## config.mk

```make
export PLATFORM = sky130hd
export DESIGN_NAME = gds_step_alu
export DESIGN_NICKNAME = d
export VERILOG_FILES = /design/src/gds_pkg.sv /design/src/gds_step_alu.sv
export SDC_FILE = /design/constraint.sdc
export NUM_CORES = 1
export LEC_CHECK = 0
export ABC_AREA = 1
export BUFFER_PORTS_ARGS = -buffer_cell sky130_fd_sc_hd__clkbuf_2
export CAP_MARGIN = 25
export CELL_PAD_IN_SITES_DETAIL_PLACEMENT = 0
export CELL_PAD_IN_SITES_GLOBAL_PLACEMENT = 1
export CORE_ASPECT_RATIO = 0.8
export CORE_MARGIN = 2
export CORE_UTILIZATION = 33
export DETAILED_ROUTE_END_ITERATION = 16
export PLACE_DENSITY_LB_ADDON = 0.1
export SYNTH_ARGS = -nofsm -noshare
export SYNTH_HDL_FRONTEND = slang
export SYNTH_SLANG_ARGS = --single-unit
```

## constraint.sdc

```tcl
create_clock -name vclk -period 5.6
set_input_delay 0.84 -clock vclk [all_inputs]
set_output_delay 0.84 -clock vclk [all_outputs]
set_load 0.1 [all_outputs]
```

## src/gds_pkg.sv

```systemverilog
// Shared constants and codes of the grid ray walk wall search block.
package gds_pkg;

  localparam int unsigned MAP_COLS_MAX_DEF = 64;
  localparam int unsigned MAP_ROWS_MAX_DEF = 64;

  localparam int unsigned CFG_W    = 7;
  localparam int unsigned DIST_W   = 32;
  localparam int unsigned COORD_IW = 6;
  localparam int unsigned COORD_OW = 8;

  localparam logic [CFG_W-1:0] MAP_WIDTH_RST  = 7'd64;
  localparam logic [CFG_W-1:0] MAP_HEIGHT_RST = 7'd64;

  localparam logic [DIST_W-1:0] DIST_MAX = '1;

  localparam logic FUNC_WRITE = 1'b0;
  localparam logic FUNC_CAST  = 1'b1;

  localparam logic REG_MAP_WIDTH  = 1'b0;
  localparam logic REG_MAP_HEIGHT = 1'b1;

  localparam logic [1:0] CELL_EMPTY       = 2'd0;
  localparam logic [1:0] CELL_WALL        = 2'd1;
  localparam logic [1:0] CELL_DOOR_OPEN   = 2'd2;
  localparam logic [1:0] CELL_DOOR_CLOSED = 2'd3;

  localparam logic [1:0] OUT_LEFT_MAP   = 2'd0;
  localparam logic [1:0] OUT_WALL_HIT   = 2'd1;
  localparam logic [1:0] OUT_DOOR_HIT   = 2'd2;
  localparam logic [1:0] OUT_WRITE_DONE = 2'd3;

  typedef struct packed {
    logic              x_lt;
    logic [DIST_W-1:0] sum;
  } alu_res_t;

endpackage

```

## src/gds_step_alu.sv

```systemverilog
// Shared side distance unit: axis choice and saturating add.
module gds_step_alu (
  input  logic [gds_pkg::DIST_W-1:0] dist_x_i,
  input  logic [gds_pkg::DIST_W-1:0] dist_y_i,
  input  logic [gds_pkg::DIST_W-1:0] delta_x_i,
  input  logic [gds_pkg::DIST_W-1:0] delta_y_i,
  output gds_pkg::alu_res_t          res_o
);
  import gds_pkg::*;

  logic              x_lt;
  logic [DIST_W-1:0] op_a;
  logic [DIST_W-1:0] op_b;
  logic [DIST_W:0]   sum_w;

  assign x_lt  = dist_x_i < dist_y_i;
  assign op_a  = x_lt ? dist_x_i : dist_y_i;
  assign op_b  = x_lt ? delta_x_i : delta_y_i;
  assign sum_w = {1'b0, op_a} + {1'b0, op_b};

  assign res_o.x_lt = x_lt;
  assign res_o.sum  = sum_w[DIST_W] ? DIST_MAX : sum_w[DIST_W-1:0];

endmodule

```

Word level (Yosys, flattened, before mapping)
Index checks and enable logic that the tools add are counted.
{"block": "op_classes", "n_mux": 3, "order_cmp": 1, "n_addsub": 1}
{"cell": "$mux 32", "count": 3}
{"cell": "$add 32x32->33", "count": 1}
{"cell": "$lt 32x32->1", "count": 1}
{"block": "word_totals", "wordCells": 5, "in_bits": 128, "output_inout_bits": 33, "reg_bits": 0}

Longest topological paths before layout
{"block": "depth", "depth_word": 4, "depth_mapped": 28, "depth_no_buf": 26}

Worst setup path after synthesis
No wires, ideal clock.
{"block": "synth_timing", "path_kind": "input -> output", "startpoint": "input dist_y_i[5] in the netlist's numbering", "endpoint": "output res_o[2] in the netlist's numbering", "path_stages": 19, "slack_ps": -175, "path_buffers": 2, "arrival_time_ps": 4935, "t_required_ps": 4760, "path_cell_list": "inv_1 -> ha_1 -> a21oi_1 -> nor2_1 -> nor3_1 -> nand2_1 -> nand2_1 -> nand2_1 -> nand2_1 -> nand2_1 -> buf_4 -> buf_2 -> nand2_1 -> nand2_1 -> ha_1 -> fa_1 -> nand2_1 -> inv_1 -> o21ai_0"}
{"element": "start, declared", "line_no": "gds_step_alu.sv:4", "text": "input logic [gds_pkg::DIST_W-1:0] dist_y_i,"}
{"element": "end, declared", "line_no": "gds_step_alu.sv:7", "text": "output gds_pkg::alu_res_t res_o"}

==> results.toml <==
[pwr]
leakagePower_nw = 3.47
p_per_area_nw_per_um2 = 428
swShare = 0.672
p_switching_w = 0.00160
power_frac_comb = 1.000
seqPwrFrac = 0
p_clk_frac = 0
p_int_w = 0.000782
ir_drop_mv = 0.315

[setup_path]
crit_chain = "clkbuf_2, inv_1, ha_1, a21oi_1, nor2_1, nor2_1, nand3_1, a21oi_4, nand2_2, buf_4, nand2_1, nand2_1, ha_1, a21oi_1, nor2_1, nor2_1, nor2_1, nor2_1, nand2_1, a21oi_4, buf_12, nand3_2, buf_12"
cp.arrival_ns = 4.44
crit_slowest_cell = "ha_1"
cp_max_fo = 33
cp-end-kind = "output pin"
required_ns = 4.76
slowest_delay_ns = 0.42
critical_path_class = "input pin to output pin"
crit_top_cell = "nor2_1"
cp-start-kind = "input pin"

[routing]
dr.pass1.iters = 5
vias = 5295
vias_per_cell = 4.79
drc = 0
wl_per_cell_um = 13.9
totalWireLength_mm = 15.3
drt_iter0_drc = 321
antenna_left = 0

[final_layout]
nets = 1129
fin_cells = 1106
drive_above_1_share = 0.229
fin_util = 0.455
antenna_cells = 0
final_area_um2 = 5560
clock_buffers = 0
syn_to_final_growth_pct = 34.8
seq_cell_count = 0
seq_area_um2 = 0

[placement]
numPlacedInstances = 1106
placed_area_um2 = 5560
portBuffers = 161
dpl.hpwl_mm = 13.8
gp_congestion = 0.986

[floorplanning]
die_h_um = 104
row_count = 36
coreArea_um2 = 12200
die-width_um = 129
start_util = 0.338
die_area_um2 = 13400
num_io_pins = 161

[clock_network]
cts_hold_buf = 0
post-cts-setup-buffers = 0
cts_resized = 0

[timing]
rsz0062_at_grt = "no"
fin_crit_sh = 0.942
tightestPinTransition_ns = 0.540
slew_violations = 0
fmax_ghz = 0.190
whs_ns = 2.38
setup_viol = 0
finalSetupTns_ns = 0
hold_viol_final = 0
fin_crit_ns = 5.28
timing.slew.headroom = 0.641

[global_routing]
grt_pass1_vias = 4916
track_usage = 0.226
grt-ovfl-total = 0
grt_max_degree = 38
grt_pass1_wl_mm = 24.8
antenna_found_initial = 0

[synth]
syn-mean-instance-area_um2 = 5.21
synth.most_common_cell = "nand2_1"
netlist_top_cells_area = "nand2_1, ha_1, inv_1"
synthesis.nets = 984
ys_types = 32
synth_cells = 792
synthesis.area_um2 = 4130
yosysTopAreaCell = "nand2_1"
synth_common_cells = "nand2_1, inv_1, nand3_1"
ys_warn_count = 0
ys_seq_area_frac = 0
synth_top_area_frac = 0.265

[hold_path]
hp-class = "input pin to output pin"

[job]
cap_violations = 0

[status]
status = "finished, final reports clean"
final timing paths:
kind                  slack, ns         start  cells past startpoint   endpoint
worst max-delay path       0.32  dist_y_i[21]                     23  res_o[21]
worst min-delay path       2.38  delta_y_i[0]                      7   res_o[0]
per-layer routing:
layer	global-route usage	vias up	wire, µm
li1	-	2798	-
met1	0.378	2319	8320
met2	0.328	174	6020
met3	0.0134	4	953
met4	0.00466	0	31
met5	0	-	0
kinds of logic (layout without fill, tap and decap cells):
logic type / after synthesis / after routing / synth area share
AOI/OAI and AO/OA: 84 / 84 / 0.109
xor gates and xnor gates: 14 / 14 / 0.0297
adders and majority gates: 64 / 64 / 0.196
buffers and inverters: 148 / 291 / 0.148
and+or+nand+nor: 482 / 482 / 0.517
power groups by stage:
stage | sequential, W | combinational, W | clock, W
floorplan | 0 | 0.00159 | 0
global placement | 0 | 0.00238 | 0
detailed placement | 0 | 0.00238 | 0
CTS | 0 | 0.00239 | 0
global route | 0 | 0.00254 | 0
finish | 0 | 0.00238 | 0
final cells by class:
cell class,count,area [µm²]
Tap cell,171,214
Multi-Input combinational cell,644,3530
Inverter,123,462
Fill cell,1364,6650
Timing Repair Buffer,168,1350
placed cells by master, fill, tap and decap left out:
cell type / instances
a21o_1: 2
a21oi_1: 48
a21oi_2: 2
a21oi_4: 2
a31oi_1: 1
buf_12: 33
buf_4: 6
clkbuf_2: 129
clkinv_1: 2
fa_1: 1
ha_1: 63
inv_1: 120
inv_2: 1
nand2_1: 289
nand2_2: 21
nand2_4: 1
nand3_1: 90
nand3_2: 14
nand3_4: 1
nand4_1: 3
nor2_1: 52
nor2_2: 1
nor2_4: 1
nor3_1: 7
nor3_4: 1
nor4_4: 1
o21a_1: 1
o21ai_0: 21
o21ai_1: 6
o21bai_1: 1
xor2_1: 14
worst max-delay path: cells and delay by family:
kind	cells	cell delay (ns)
buf+inv	5	0.89
compound gates	4	0.75
fa+ha+maj	2	0.70
simple gates	12	1.23
per-stage QoR:
step	worst slack, ns	total power, W
final	0.325	0.00238
after CTS	0.307	0.00239
after detailed placement	0.322	0.00238
after floorplan	0.583	0.00159
after global routing	0.0576	0.00254
after global placement	0.300	0.00238
No activity file was read; power rests on OpenSTA's default activity.
